$ cat config.mk
export PLATFORM = sky130hd
export DESIGN_NAME = tensor_layout_permute_address_gen_top
export DESIGN_NICKNAME = d
export VERILOG_FILES = /design/src/sv/tlp_pkg.sv /design/src/sv/tlp_ctrl.sv /design/src/sv/tlp_datapath.sv /design/src/sv/tensor_layout_permute_address_gen_top.sv
export VERILOG_INCLUDE_DIRS = /design/src /design/src/sv
export SDC_FILE = /design/constraint.sdc
export NUM_CORES = 1
export LEC_CHECK = 0
export BUFFER_PORTS_ARGS = -buffer_cell sky130_fd_sc_hd__buf_4
export CAP_MARGIN = 20
export CORE_MARGIN = 3
export CORE_UTILIZATION = 35
export CTS_CLUSTER_SIZE = 28
export DETAILED_ROUTE_END_ITERATION = 8
export GPL_ROUTABILITY_DRIVEN = 1
export MAX_ROUTING_LAYER = met4
export PLACE_DENSITY = 0.53
export SLEW_MARGIN = 20
export SYNTH_ARGS = -nofsm -noshare
export SYNTH_HDL_FRONTEND = slang
export SYNTH_HIERARCHICAL = 1
export SYNTH_SLANG_ARGS = --single-unit
$ cat constraint.sdc
create_clock -name i_clk -period 9.2 [get_ports i_clk]
set_input_delay 1.84 -clock i_clk [delete_from_list [all_inputs] [get_ports i_clk]]
set_output_delay 1.84 -clock i_clk [all_outputs]
set_load 0.02 [all_outputs]
$ cat src/sv/assert_macros.svh
// assertion macros shared by the permute address generator rtl
// no dependencies; included by the modules that carry checks
`ifndef ASSERT_MACROS_SVH
`define ASSERT_MACROS_SVH

// clocked check, masked while reset is asserted
`define TLP_ASSERT(label, prop, msg) \
    label: assert property (@(posedge i_clk) disable iff (!i_rst_n) prop) else $error(msg);

// clocked check that also holds during reset
`define TLP_ASSERT_ALWAYS(label, prop, msg) \
    label: assert property (@(posedge i_clk) prop) else $error(msg);

`endif

$ cat src/sv/tlp_pkg.sv
// shared types and constants for the tensor layout permute address generator
// no dependencies
`default_nettype none
package tlp_pkg;

    localparam int unsigned VALUE_W = 32;
    localparam int unsigned INDEX_W = 24;
    localparam int unsigned POS_W   = 12;
    localparam int unsigned DIM_W   = 13;
    localparam int unsigned CFG_IDX_W = 3;
    localparam int unsigned ACC_W   = INDEX_W + DIM_W + 1;

    localparam logic [DIM_W-1:0] DIM_MAX      = 13'd4096;
    localparam logic [32:0]      MAX_ELEMENTS = 33'd16777216;

    // configuration register indexes
    localparam logic [CFG_IDX_W-1:0] CFG_DIRECTION = 3'd0;
    localparam logic [CFG_IDX_W-1:0] CFG_BATCH     = 3'd1;
    localparam logic [CFG_IDX_W-1:0] CFG_CHANNEL   = 3'd2;
    localparam logic [CFG_IDX_W-1:0] CFG_HEIGHT    = 3'd3;
    localparam logic [CFG_IDX_W-1:0] CFG_WIDTH     = 3'd4;

    typedef enum logic [3:0] {
        S_IDLE = 4'b0001,
        S_MUL1 = 4'b0010,
        S_MUL2 = 4'b0100,
        S_MUL3 = 4'b1000
    } t_state;

    typedef struct packed {
        logic accept;   // take operands, advance counters
        logic step1;    // n * d1 + p1
        logic step2;    // acc * d2 + p2
        logic finish;   // acc * d3 + p3 into output register
    } t_dp_cmd;

    typedef struct packed {
        logic out_busy; // output register full and stalled
    } t_dp_status;

    // count of zero acts as one, counts above the limit are clamped
    function automatic logic [DIM_W-1:0] eff_dim(input logic [DIM_W-1:0] v);
        logic [DIM_W-1:0] r;
        r = v;
        if (v == '0) begin
            r = {{(DIM_W-1){1'b0}}, 1'b1};
        end else if (v > DIM_MAX) begin
            r = DIM_MAX;
        end
        return r;
    endfunction

endpackage
`default_nettype wire

$ cat src/sv/tlp_ctrl.sv
// sequencing state machine for the permute address generator
// depends on tlp_pkg and assert_macros.svh
`default_nettype none
`include "assert_macros.svh"
module tlp_ctrl (
    input  wire logic               i_clk,
    input  wire logic               i_rst_n,
    input  wire logic               i_valid,
    output logic                    o_stall,
    input  wire tlp_pkg::t_dp_status i_status,
    output tlp_pkg::t_dp_cmd        o_cmd
);
    import tlp_pkg::*;

    t_state r_state, n_state;
    logic   accept;

    assign o_stall = (r_state != S_IDLE);
    assign accept  = i_valid && (r_state == S_IDLE);

    always_comb begin
        n_state = r_state;
        unique case (r_state)
            S_IDLE: if (accept) n_state = S_MUL1;
            S_MUL1: n_state = S_MUL2;
            S_MUL2: n_state = S_MUL3;
            S_MUL3: if (!i_status.out_busy) n_state = S_IDLE;
            default: n_state = S_IDLE;
        endcase
    end

    always_ff @(posedge i_clk) begin
        if (!i_rst_n) begin
            r_state <= S_IDLE;
        end else begin
            r_state <= n_state;
        end
    end

    always_comb begin
        o_cmd.accept = accept;
        o_cmd.step1  = (r_state == S_MUL1);
        o_cmd.step2  = (r_state == S_MUL2);
        o_cmd.finish = (r_state == S_MUL3) && !i_status.out_busy;
    end

    `TLP_ASSERT(a_accept_starts, accept |=> (r_state == S_MUL1), "accept did not start product")
    `TLP_ASSERT(a_step_order, (r_state == S_MUL1) |=> (r_state == S_MUL2), "step order broken")
    `TLP_ASSERT(a_hold_busy, (r_state == S_MUL3) && i_status.out_busy |=> (r_state == S_MUL3),
        "result dropped while output busy")

endmodule
`default_nettype wire

$ cat src/sv/tlp_datapath.sv
// configuration, position counters, index multiply-accumulate and output register
// depends on tlp_pkg and assert_macros.svh
`default_nettype none
`include "assert_macros.svh"
module tlp_datapath (
    input  wire logic                          i_clk,
    input  wire logic                          i_rst_n,
    input  wire tlp_pkg::t_dp_cmd              i_cmd,
    output tlp_pkg::t_dp_status                o_status,
    input  wire logic                          i_cfg_we,
    input  wire logic [tlp_pkg::CFG_IDX_W-1:0] i_cfg_index,
    input  wire logic [tlp_pkg::DIM_W-1:0]     i_cfg_data,
    input  wire logic [tlp_pkg::VALUE_W-1:0]   i_value_in,
    input  wire logic                          i_stall,
    output logic                               o_valid,
    output logic [tlp_pkg::INDEX_W-1:0]        o_dest_index,
    output logic [tlp_pkg::VALUE_W-1:0]        o_value_out,
    output logic                               o_last,
    output logic                               o_overflow
);
    import tlp_pkg::*;

    // configuration, dims stored already clamped
    logic             r_dir;
    logic [DIM_W-1:0] r_n_d, r_c_d, r_h_d, r_w_d;

    always_ff @(posedge i_clk) begin
        if (!i_rst_n) begin
            r_dir <= 1'b0;
            r_n_d <= DIM_W'(1);
            r_c_d <= DIM_W'(1);
            r_h_d <= DIM_W'(1);
            r_w_d <= DIM_W'(1);
        end else if (i_cfg_we) begin
            unique case (i_cfg_index)
                CFG_DIRECTION: r_dir <= i_cfg_data[0];
                CFG_BATCH:     r_n_d <= eff_dim(i_cfg_data);
                CFG_CHANNEL:   r_c_d <= eff_dim(i_cfg_data);
                CFG_HEIGHT:    r_h_d <= eff_dim(i_cfg_data);
                CFG_WIDTH:     r_w_d <= eff_dim(i_cfg_data);
                default: ;
            endcase
        end
    end

    // position counters in source order
    logic [POS_W-1:0] r_batch, r_outer, r_middle, r_inner;
    logic [DIM_W-1:0] od, md, id;
    logic             batch_end, outer_end, middle_end, inner_end, last_now;

    assign od = r_dir ? r_h_d : r_c_d;
    assign md = r_dir ? r_w_d : r_h_d;
    assign id = r_dir ? r_c_d : r_w_d;

    assign batch_end  = ({1'b0, r_batch}  + DIM_W'(1)) >= r_n_d;
    assign outer_end  = ({1'b0, r_outer}  + DIM_W'(1)) >= od;
    assign middle_end = ({1'b0, r_middle} + DIM_W'(1)) >= md;
    assign inner_end  = ({1'b0, r_inner}  + DIM_W'(1)) >= id;
    assign last_now   = batch_end && outer_end && middle_end && inner_end;

    always_ff @(posedge i_clk) begin
        if (!i_rst_n) begin
            r_batch  <= '0;
            r_outer  <= '0;
            r_middle <= '0;
            r_inner  <= '0;
        end else if (i_cmd.accept) begin
            if (last_now) begin
                r_batch  <= '0;
                r_outer  <= '0;
                r_middle <= '0;
                r_inner  <= '0;
            end else begin
                r_inner <= inner_end ? '0 : r_inner + POS_W'(1);
                if (inner_end) begin
                    r_middle <= middle_end ? '0 : r_middle + POS_W'(1);
                    if (middle_end) begin
                        r_outer <= outer_end ? '0 : r_outer + POS_W'(1);
                        if (outer_end) begin
                            r_batch <= batch_end ? '0 : r_batch + POS_W'(1);
                        end
                    end
                end
            end
        end
    end

    // operands latched at accept, in destination nesting order
    logic [POS_W-1:0]   r_p0, r_p1, r_p2, r_p3;
    logic [DIM_W-1:0]   r_d1, r_d2, r_d3;
    logic [VALUE_W-1:0] r_value;
    logic               r_last;

    always_ff @(posedge i_clk) begin
        if (i_cmd.accept) begin
            r_p0    <= r_batch;
            r_value <= i_value_in;
            r_last  <= last_now;
            if (r_dir) begin
                r_d1 <= r_c_d; r_p1 <= r_inner;
                r_d2 <= r_h_d; r_p2 <= r_outer;
                r_d3 <= r_w_d; r_p3 <= r_middle;
            end else begin
                r_d1 <= r_h_d; r_p1 <= r_middle;
                r_d2 <= r_w_d; r_p2 <= r_inner;
                r_d3 <= r_c_d; r_p3 <= r_outer;
            end
        end
    end

    // one multiply-add per cycle; keep low bits plus a sticky too-large flag
    logic [INDEX_W-1:0] r_acc;
    logic               r_big;
    logic [INDEX_W-1:0] mul_a;
    logic [DIM_W-1:0]   mul_b;
    logic [POS_W-1:0]   add_c;
    logic [ACC_W-1:0]   mac;
    logic               big_next;

    always_comb begin
        priority if (i_cmd.step1) begin
            mul_a = {{(INDEX_W-POS_W){1'b0}}, r_p0};
            mul_b = r_d1;
            add_c = r_p1;
        end else if (i_cmd.step2) begin
            mul_a = r_acc;
            mul_b = r_d2;
            add_c = r_p2;
        end else begin
            mul_a = r_acc;
            mul_b = r_d3;
            add_c = r_p3;
        end
    end

    assign mac      = ACC_W'(mul_a * mul_b) + ACC_W'(add_c);
    assign big_next = (i_cmd.step1 ? 1'b0 : r_big) || (|mac[ACC_W-1:INDEX_W]);

    always_ff @(posedge i_clk) begin
        if (i_cmd.step1 || i_cmd.step2) begin
            r_acc <= mac[INDEX_W-1:0];
            r_big <= big_next;
        end
    end

    // output register
    assign o_status.out_busy = o_valid && i_stall;

    always_ff @(posedge i_clk) begin
        if (!i_rst_n) begin
            o_valid <= 1'b0;
        end else if (i_cmd.finish) begin
            o_valid <= 1'b1;
        end else if (!i_stall) begin
            o_valid <= 1'b0;
        end
    end

    always_ff @(posedge i_clk) begin
        if (i_cmd.finish) begin
            o_dest_index <= mac[INDEX_W-1:0];
            o_value_out  <= r_value;
            o_last       <= r_last;
            o_overflow   <= big_next ||
                            ({{(33-INDEX_W){1'b0}}, mac[INDEX_W-1:0]} >= MAX_ELEMENTS);
        end
    end

    `TLP_ASSERT(a_last_clears, i_cmd.accept && last_now |=>
        (r_batch == '0) && (r_outer == '0) && (r_middle == '0) && (r_inner == '0),
        "counters not cleared after final element")
    `TLP_ASSERT(a_finish_valid, i_cmd.finish |=> o_valid, "finished result not presented")
    `TLP_ASSERT_ALWAYS(a_no_finish_busy, !(i_cmd.finish && o_status.out_busy),
        "result loaded over a stalled transaction")

endmodule
`default_nettype wire

$ cat src/sv/tensor_layout_permute_address_gen_top.sv
// top level of the nchw <-> nhwc permute address generator
// depends on tlp_pkg, tlp_ctrl and tlp_datapath
//
// usage:
//   input channel: i_valid / o_stall with i_value_in, one element per transaction in
//   source-layout order. output channel: o_valid / i_stall with o_dest_index,
//   o_value_out, o_last and o_overflow, one result per input element, in order.
//   configuration: i_cfg_we writes i_cfg_data into register i_cfg_index
//   (0 direction, 1 batch, 2 channel, 3 height, 4 width); write only while idle.
//   sequence: an accepted element steps through S_MUL1, S_MUL2 and S_MUL3, and its
//   result is then loaded into the output register; o_stall stays high and no new
//   element is taken until idle; a single 24x13 multiply-add unit builds the index.
//   the next element is taken while a finished result still waits in the output
//   register; if that result is still stalled when the following one completes,
//   the block holds the new result and keeps o_stall high until the output frees.
//   reset: direction 0, all counts 1, position counters zero, output empty.
`default_nettype none
module tensor_layout_permute_address_gen_top (
    input  wire logic                          i_clk,
    input  wire logic                          i_rst_n,
    input  wire logic                          i_valid,
    output logic                               o_stall,
    input  wire logic [tlp_pkg::VALUE_W-1:0]   i_value_in,
    output logic                               o_valid,
    input  wire logic                          i_stall,
    output logic [tlp_pkg::INDEX_W-1:0]        o_dest_index,
    output logic [tlp_pkg::VALUE_W-1:0]        o_value_out,
    output logic                               o_last,
    output logic                               o_overflow,
    input  wire logic                          i_cfg_we,
    input  wire logic [tlp_pkg::CFG_IDX_W-1:0] i_cfg_index,
    input  wire logic [tlp_pkg::DIM_W-1:0]     i_cfg_data
);
    import tlp_pkg::*;

    t_dp_cmd    cmd;
    t_dp_status status;

    tlp_ctrl u_ctrl (
        .i_clk    (i_clk),
        .i_rst_n  (i_rst_n),
        .i_valid  (i_valid),
        .o_stall  (o_stall),
        .i_status (status),
        .o_cmd    (cmd)
    );

    tlp_datapath u_datapath (
        .i_clk        (i_clk),
        .i_rst_n      (i_rst_n),
        .i_cmd        (cmd),
        .o_status     (status),
        .i_cfg_we     (i_cfg_we),
        .i_cfg_index  (i_cfg_index),
        .i_cfg_data   (i_cfg_data),
        .i_value_in   (i_value_in),
        .i_stall      (i_stall),
        .o_valid      (o_valid),
        .o_dest_index (o_dest_index),
        .o_value_out  (o_value_out),
        .o_last       (o_last),
        .o_overflow   (o_overflow)
    );

endmodule
`default_nettype wire

# [Word-level counts from Yosys, hierarchy flattened]
# Cells that the tools add are included.
[word_totals] ff_bits=309 input_bits=53 out_inout_bits=60 wordCells=113
[classes] n_addsub=9 multipliers=1 magnitude_cmp=5 eq_ne=12 mux=36 n_reduce_logical=24
[op_table] operator="$mux W12" n=19
[op_table] operator="$mux W13" n=10
[op_table] operator="$add A12 B1 Y13 const B" n=4
[op_table] operator="$ge A13 B13 Y1" n=4
[op_table] operator="$add A12 B1 Y12 const B" n=4
[op_table] operator="$add A37 B12 Y38" n=1
[op_table] operator="$mul A24 B13 Y37" n=1
[op_table] operator="$mux W24" n=1
[op_table] operator="$pmux W4 S4" n=1
[op_table] operator="$reduce_and A2 Y1" n=7
[op_table] operator="$reduce_or A14 Y1" n=1
[op_table] operator="$gt A13 B13 Y1 const B" n=1
[op_table] operator="$logic_not A13 Y1" n=1
[op_table] operator="$mux W4" n=2
[op_table] operator="$eq A3 B2 Y1 const B" n=2
[op_table] operator="$logic_and A1 B1 Y1" n=6
[op_table] operator="$reduce_bool A2 Y1" n=3
[op_table] operator="$eq A4 B1 Y1 const B" n=1
[op_table] operator="$eq A4 B2 Y1 const B" n=1
[op_table] operator="$eq A4 B3 Y1 const B" n=1
[op_table] operator="$eq A4 B4 Y1 const B" n=1
[op_table] operator="$ne A2 B1 Y1 const B" n=2
[op_table] operator="$ne A4 B1 Y1 const B" n=1
[op_table] operator="$reduce_and A4 Y1" n=1
[op_table] operator="other kinds (8)" n=11

# [Depth between registers and ports, before layout]
# Gate-level depths: netlist of run 1.
[logic_depth] depth_word=7 mapped_depth=30 ltp_nobuf=25

# [Cells and area by module]
# The synthesis of run 1 kept the hierarchy.
[modules_own_cells] mod="tlp_datapath" n_inst=1 cells_each=2457 area_per_inst_um2=24726.2 seq_area_each_um2=8137.8
[modules_own_cells] mod="tlp_ctrl" n_inst=1 cells_each=25 area_per_inst_um2=229.0 seq_area_each_um2=80.1

# [Least setup slack after synthesis of run 1]
# OpenSTA, ideal clock, no wires.
[synth_path] kind="in2reg" start="input port i_stall" end="register u_datapath/o_dest_index[0] in the netlist's numbering (enable)" setup_ns=0.622 t_arrival_ns=7.652 required_ns=8.578 path_slack_ns=0.926 stages=2 n_path_buf=0 cell_sequence="and2_1 > nor4bb_1"
[synth_lines] item="from (decl)" line="tensor_layout_permute_address_gen_top.sv:25" text="input wire logic i_stall,"
[synth_lines] item="to (signal assigned)" line="tlp_datapath.sv:161" text="o_dest_index <= mac[INDEX_W-1:0];"
[synth_lines] item="to (decl)" line="tlp_datapath.sv:16" text="output logic [tlp_pkg::INDEX_W-1:0] o_dest_index,"

==> flow_summary.json, run 1 <==
{
  "tightestPinTransition_ns": 1.075,
  "syn-cell-area_um2": 24960,
  "antenna_violating_nets_post_route": 0,
  "clock_transition_at_the_register_clock_pins_on_the_worst_setup_and_hold_paths_after_cts_ns": 0.06,
  "multiInputGateArea_um2": 15390,
  "synth_async_sr_flop_share": 0,
  "fp.dieH_um": 273.0,
  "crit_type": "reg2reg",
  "worst_setup_path_end_kind": "flop",
  "mean_instance_size_in_the_synthesized_netlist_um2": 10.05,
  "ys.warnings.count": 6,
  "ys_ff_latch": 309,
  "antenna_found_initial": 3,
  "grt_pass1_vias": 18638,
  "regToRegStartpoint": "u_ctrl/r_state[3]$_SDFFE_PN0P_",
  "use_met3": 0.02476,
  "synth_seq_area_share": 0.3293,
  "synth-edff-count": 203,
  "vias_per_cell": 5.151,
  "worst_hold_startpoint": "u_datapath/r_value[7]$_DFFE_PP_",
  "final_common_cell": "sky130_fd_sc_hd__nand2_1",
  "cts_resized": 0,
  "slew_headroom": 0.2808,
  "syn-instance-count": 2482,
  "yosys_most_used_dff": "sky130_fd_sc_hd__edfxtp_1",
  "cts_root_buf": "sky130_fd_sc_hd__clkbuf_16",
  "core_region_area_um2": 70390,
  "route.final.wire_length_mm": 70.65,
  "yosys.cell_types.count": 70,
  "initialDrtViolationCount": 1459,
  "clock_insertion_delay_worst_skew_ns": 0.58,
  "dr.pass1.iters": 7,
  "finish.utilization": 0.3979,
  "final_min_period_over_clock_period": 0.9161,
  "most_utilized_layer_in_the_global_route_result": "met2",
  "hold_slack_ns": 0.3905,
  "num-nets-final": 3032,
  "postCtsSetupBuffers": 0,
  "fp.dieW_um": 273.0,
  "worst_hold_path_type": "reg2reg",
  "regArea_um2": 8222,
  "via_total_after_detailed_routing": 18152,
  "drive_gt1_frac": 0.1205,
  "post_drt_wl_per_cell_um": 20.05,
  "grt_start_max_net_pins": 98,
  "dp_hpwl_mm": 55.08,
  "achievable-frequency_mhz": 118.6,
  "synthesis.nets": 2959,
  "port-buffer-count": 112,
  "period_minus_slack_ns": 8.428,
  "fillCellCount": 6980,
  "startpoint_type": "flop",
  "gr-total-overflow": 0,
  "grt_first_pass_wirelength_mm": 111.1,
  "setup_tns_ns": 0,
  "met2_usage": 0.3054,
  "route.detailed.drc": 0,
  "maxCapViolCount": 0,
  "cts_bufs_inserted": 37,
  "grt_setup_unrepaired": "no",
  "finalHoldViolations": 0,
  "cts_tree": "done",
  "dieArea_um2": 74540,
  "globalRouteMet1Util": 0.2741,
  "timing.clock.skew_ns": 0.04839,
  "cts.hold.buffers_added": 0,
  "start_util": 0.3545,
  "run_status": "complete, no violations",
  "std_cell_rows": 97,
  "layout_common_cells": "352 x sky130_fd_sc_hd__nand2_1, 254 x sky130_fd_sc_hd__inv_1, 251 x sky130_fd_sc_hd__fa_1, 210 x sky130_fd_sc_hd__nor2_1, 203 x sky130_fd_sc_hd__edfxtp_1",
  "grt_use_total": 0.1982,
  "worst-path-max-fanout": 25,
  "cp.arrival_ns": 8.71,
  "report.final.setup_viol": 0,
  "ctsLongestPathBuffers": 3,
  "crit_path_start": "u_ctrl/r_state[3]$_SDFFE_PN0P_",
  "clock_tree.htree_level_count": 2,
  "design.portCount": 113,
  "syn_to_final_growth_pct": 12.23,
  "clock_sink_count": 309,
  "report.final.slew_viol_count": 0,
  "gpl.final_weighted_congestion": 0.9059,
  "cp.required_ns": 9.48
}
critical path: stages (launching register included):
cell	delay [ns]
sky130_fd_sc_hd__dfxtp_1	0.39
sky130_fd_sc_hd__nor4b_2	0.29
sky130_fd_sc_hd__buf_4	0.38
sky130_fd_sc_hd__mux2i_1	0.67
sky130_fd_sc_hd__nand2_1	0.17
sky130_fd_sc_hd__o21a_1	0.27
sky130_fd_sc_hd__nand2_1	0.14
sky130_fd_sc_hd__fa_1	0.41
sky130_fd_sc_hd__fa_1	0.50
sky130_fd_sc_hd__fa_1	0.54
sky130_fd_sc_hd__inv_1	0.05
sky130_fd_sc_hd__fa_1	0.44
sky130_fd_sc_hd__fa_1	0.51
sky130_fd_sc_hd__fa_1	0.42
sky130_fd_sc_hd__ha_1	0.47
sky130_fd_sc_hd__nand4_1	0.23
sky130_fd_sc_hd__nor4_1	0.50
sky130_fd_sc_hd__o211ai_1	0.43
sky130_fd_sc_hd__nand4_1	0.35
sky130_fd_sc_hd__a41oi_1	0.19
sky130_fd_sc_hd__o21ai_0	0.27
sky130_fd_sc_hd__a211oi_1	0.13
sky130_fd_sc_hd__nor4_1	0.26
sky130_fd_sc_hd__nand4_1	0.15
state kept, by name, summed over array words and instances, names as in the netlist, 13 cells and up:
signal	count
u_datapath/r_value	32
u_datapath/r_d2	13
u_datapath/r_c_d	13
u_datapath/r_acc	24
u_datapath/r_d1	13
u_datapath/o_value_out	32
u_datapath/r_n_d	13
u_datapath/r_h_d	13
u_datapath/r_d3	13
u_datapath/o_dest_index	24
u_datapath/r_w_d	13
per-stage QoR:
| stage | cells | setup WS [ns] | instance area (um2) |
|---|---|---|---|
| 2_1_floorplan | 2482 | 0.9261 | 24960 |
| 3_3_place_gp | 3455 | 1.159 | 26810 |
| 3_5_place_dp | 3455 | 0.9317 | 26810 |
| 4_1_cts | 3520 | 0.9612 | 27990 |
| 5_1_grt | 3522 | 0.5168 | 28000 |
| 6_report | 3524 | 0.7715 | 28010 |
layout make-up:
| type | instances | area share |
|---|---|---|
| Multi-Input combinational cell | 1810 | 0.5496 |
| Clock inverter | 17 | 0.006254 |
| Antenna cell | 3 | 0.0002680 |
| Clock buffer | 48 | 0.03596 |
| Timing Repair Buffer | 142 | 0.03820 |
| Sequential cell | 309 | 0.2936 |
| Tap cell | 940 | 0.04199 |
| Inverter | 255 | 0.03418 |
cells in the mapped netlist (36+ instances only):
library cell               number  share of area
sky130_fd_sc_hd__mux2_2        95          0.043
sky130_fd_sc_hd__fa_1         251           0.20
sky130_fd_sc_hd__mux2i_1       80          0.032
sky130_fd_sc_hd__nand2_1      352          0.053
sky130_fd_sc_hd__nor2_1       210          0.032
sky130_fd_sc_hd__dfxtp_1      106          0.085
sky130_fd_sc_hd__ha_1         173          0.087
sky130_fd_sc_hd__a21oi_1      124          0.025
sky130_fd_sc_hd__clkbuf_1      89          0.013
sky130_fd_sc_hd__o21ai_0       80          0.016
sky130_fd_sc_hd__nor2b_1       36         0.0090
sky130_fd_sc_hd__inv_1        254          0.038
sky130_fd_sc_hd__edfxtp_1     203           0.24
final timing paths:
kind | to | slack (ns) | cells after the start
min | u_datapath/o_value_out[7]$_DFFE_PP_ | 0.39 | 0
min reg2reg | u_datapath/o_value_out[7]$_DFFE_PP_ | 0.39 | 0
max reg2reg | u_datapath/r_big$_DFFE_PP_ | 0.77 | 23
max | u_datapath/r_big$_DFFE_PP_ | 0.77 | 23
metal layers:
metal	share of wire	vias to the layer above
li1	-	8525
met4	0.031	0
met3	0.054	99
met2	0.45	513
met5	0	-
met1	0.47	9015
kinds of logic after synthesis:
logic type | synth area share
AOI/OAI and AO/OA | 0.08213
xor gates and xnor gates | 0.02246
adders and majority gates | 0.2881
buffers and inverters | 0.05520
DFF | 0.3293
muxes | 0.07586
and+or+nand+nor | 0.1470
Power of run 1 is not shown: default switching activity piles up to over one toggle a cycle in this logic, so the estimate is an artifact.
==> run 2, diff against run 1 <==
--- a/config.mk
+++ b/config.mk
@@ -9,14 +9,13 @@
 export BUFFER_PORTS_ARGS = -buffer_cell sky130_fd_sc_hd__buf_4
 export CAP_MARGIN = 20
 export CORE_MARGIN = 3
-export CORE_UTILIZATION = 35
+export CORE_UTILIZATION = 40
 export CTS_CLUSTER_SIZE = 28
 export DETAILED_ROUTE_END_ITERATION = 8
 export GPL_ROUTABILITY_DRIVEN = 1
 export MAX_ROUTING_LAYER = met4
-export PLACE_DENSITY = 0.53
+export PLACE_DENSITY = 0.59
 export SLEW_MARGIN = 20
 export SYNTH_ARGS = -nofsm -noshare
 export SYNTH_HDL_FRONTEND = slang
-export SYNTH_HIERARCHICAL = 1
 export SYNTH_SLANG_ARGS = --single-unit
==> run 2 against run 1 <==
Against the previous run:
- worst setup slack gained 0.28 ns
- non-clock buffer count increased by 4
- critical path type unchanged
- register-to-register slack better by 0.28 ns
==> flow_summary.json, run 2 <==
{
  "met2WireLength_mm": 30.99,
  "clock_transition_at_the_register_clock_pins_on_the_worst_setup_and_hold_paths_after_cts_ns": 0.06,
  "synth-edff-count": 203,
  "clock_insertion_delay_worst_skew_ns": 0.56,
  "dr.pass1.iters": 5,
  "layout_common_cells": "377 x sky130_fd_sc_hd__nand2_1, 265 x sky130_fd_sc_hd__inv_1, 251 x sky130_fd_sc_hd__fa_1, 203 x sky130_fd_sc_hd__edfxtp_1, 173 x sky130_fd_sc_hd__ha_1",
  "via_total_after_detailed_routing": 17744,
  "port-buffer-count": 112,
  "maxCapViolCount": 0,
  "cts_resized": 0,
  "crit_buf_inv": 7,
  "antenna_found_initial": 0,
  "slew_headroom": 0.2796,
  "num-nets-final": 3004,
  "gpl.final_weighted_congestion": 0.9311,
  "startpoint_type": "flop",
  "design.portCount": 113,
  "std_cell_rows": 90,
  "synthSimpleGateAreaFrac": 0.1496,
  "dieArea_um2": 65160,
  "synth_xor_area_frac": 0.02361,
  "post_drt_wl_per_cell_um": 19.89,
  "worst-path-max-fanout": 36,
  "final_min_period_over_clock_period": 0.8861,
  "synth_seq_area_share": 0.3307,
  "placement.cell_area_um2": 26620,
  "worst_hold_path_type": "reg2reg",
  "grt_use_total": 0.2162,
  "route.met3.wl_mm": 3.603,
  "fp.dieH_um": 255.3,
  "synth_compound_area_frac": 0.09022,
  "yosys.cell_types.count": 62,
  "crit_type": "reg2reg",
  "clock_tree.htree_level_count": 2,
  "cts_root_buf": "sky130_fd_sc_hd__clkbuf_16",
  "route.detailed.drc": 0,
  "achievable-frequency_mhz": 122.7,
  "finish.instance_area_um2": 27640,
  "synth_common_cells": "378 x sky130_fd_sc_hd__nand2_1, 266 x sky130_fd_sc_hd__inv_1, 251 x sky130_fd_sc_hd__fa_1",
  "cts.hold.buffers_added": 0,
  "reg.largest.list": "u_datapath.o_value_out (32), u_datapath.r_value (32)",
  "report.final.setup_viol": 0,
  "fp.dieW_um": 255.3,
  "start_util": 0.4079,
  "number_of_antenna_diodes": 0,
  "fillCellCount": 5667,
  "synth_most_common_cell": "sky130_fd_sc_hd__nand2_1",
  "cts_bufs_inserted": 34,
  "grt_start_max_net_pins": 79,
  "worst_setup_path_end_kind": "flop",
  "netlist.area_leader.share": 0.2453,
  "synth_async_sr_flop_share": 0,
  "clock_sink_count": 309,
  "antenna_violating_nets_post_route": 0,
  "synth_top_family_by_area": "adder cells",
  "cp.arrival_ns": 8.42,
  "critPathSlowestCell": "sky130_fd_sc_hd__fa_1",
  "period_minus_slack_ns": 8.152,
  "report.final.slew_viol_count": 0,
  "tightestPinTransition_ns": 1.081,
  "dpl.cell_count": 3319,
  "postCtsSetupBuffers": 0,
  "ys_ff_latch": 309,
  "final_common_cell": "sky130_fd_sc_hd__nand2_1",
  "yosys.area_share.adder": 0.2893,
  "synth_top_area_cell": "sky130_fd_sc_hd__edfxtp_1",
  "drive_gt1_frac": 0.1164,
  "run_status": "complete, no violations",
  "largest_stage_delay_on_the_critical_path_ns": 0.59,
  "finalHoldViolations": 0,
  "finish.cell_count_without_fillers": 3379,
  "dp_hpwl_mm": 52.51,
  "vias_per_cell": 5.251,
  "ys.warnings.count": 0,
  "core_region_area_um2": 60920,
  "syn-cell-area_um2": 24850,
  "synthMuxAreaShare": 0.05996,
  "ctsLongestPathBuffers": 3,
  "syn-instance-count": 2452,
  "synthesis.nets": 2929,
  "met1_length_mm": 30.76,
  "timing.clock.skew_ns": 0.03771,
  "syn_to_final_growth_pct": 11.22,
  "setup_tns_ns": 0,
  "highest-signal-layer": "met4",
  "crit_family": "adder cells",
  "mean_instance_size_in_the_synthesized_netlist_um2": 10.14,
  "gr-total-overflow": 0,
  "initialDrtViolationCount": 1284,
  "yosys_most_used_dff": "sky130_fd_sc_hd__edfxtp_1",
  "grt_pass1_vias": 18117,
  "route.final.wire_length_mm": 67.21,
  "cts_tree": "done",
  "grt_first_pass_wirelength_mm": 104.6,
  "grt_setup_unrepaired": "no",
  "cp.required_ns": 9.46,
  "top_area_cells_in_the_synthesized_netlist": "sky130_fd_sc_hd__edfxtp_1 25%, sky130_fd_sc_hd__fa_1 20%, sky130_fd_sc_hd__ha_1 8.7%"
}
-- run 2: cell families after synthesis --
logic type	Yosys count
AOI/OAI and AO/OA	347
xor gates and xnor gates	67
adders and majority gates	424
buffers and inverters	373
DFF	309
muxes	139
and+or+nand+nor	793
-- run 2: stage by stage --
stage	util	hold WS, ns	worst slack [ns]
floorplan	-	0.4003	1.458
global placement	0.4369	0.4003	1.148
detailed placement	0.4369	0.4045	1.043
CTS	0.4537	0.4110	1.029
global route	0.4537	0.4118	0.5928
finish	0.4537	0.4106	1.048
-- run 2: path summary, 6_finish.rpt --
check             slack (ns)  cells past startpoint                             endpoint                            start
setup / recovery        1.05                     26      u_datapath.o_overflow$_DFFE_PP_   u_ctrl.r_state[3]$_SDFFE_PN0P_
hold / removal          0.41                      0  u_datapath.o_value_out[8]$_DFFE_PP_  u_datapath.r_value[8]$_DFFE_PP_
setup reg to reg        1.05                     26      u_datapath.o_overflow$_DFFE_PP_   u_ctrl.r_state[3]$_SDFFE_PN0P_
hold reg to reg         0.41                      0  u_datapath.o_value_out[8]$_DFFE_PP_  u_datapath.r_value[8]$_DFFE_PP_
-- run 2: routing by layer --
| metal | vias up | track usage |
|---|---|---|
| li1 | 8329 | - |
| met5 | - | - |
| met3 | 104 | 0.03363 |
| met2 | 480 | 0.3394 |
| met4 | 0 | 0.06451 |
| met1 | 8831 | 0.2907 |
-- run 2: area by class of cell --
type,count,area (um2),area share
Timing Repair Buffer,146,1096,0.03966
Clock inverter,15,111.4,0.004029
Sequential cell,309,8222,0.2975
Tap cell,828,1036,0.03748
Multi-Input combinational cell,1770,15260,0.5522
Clock buffer,45,912.1,0.03300
Inverter,266,1001,0.03622
Power of run 2 is left out for the same reason.
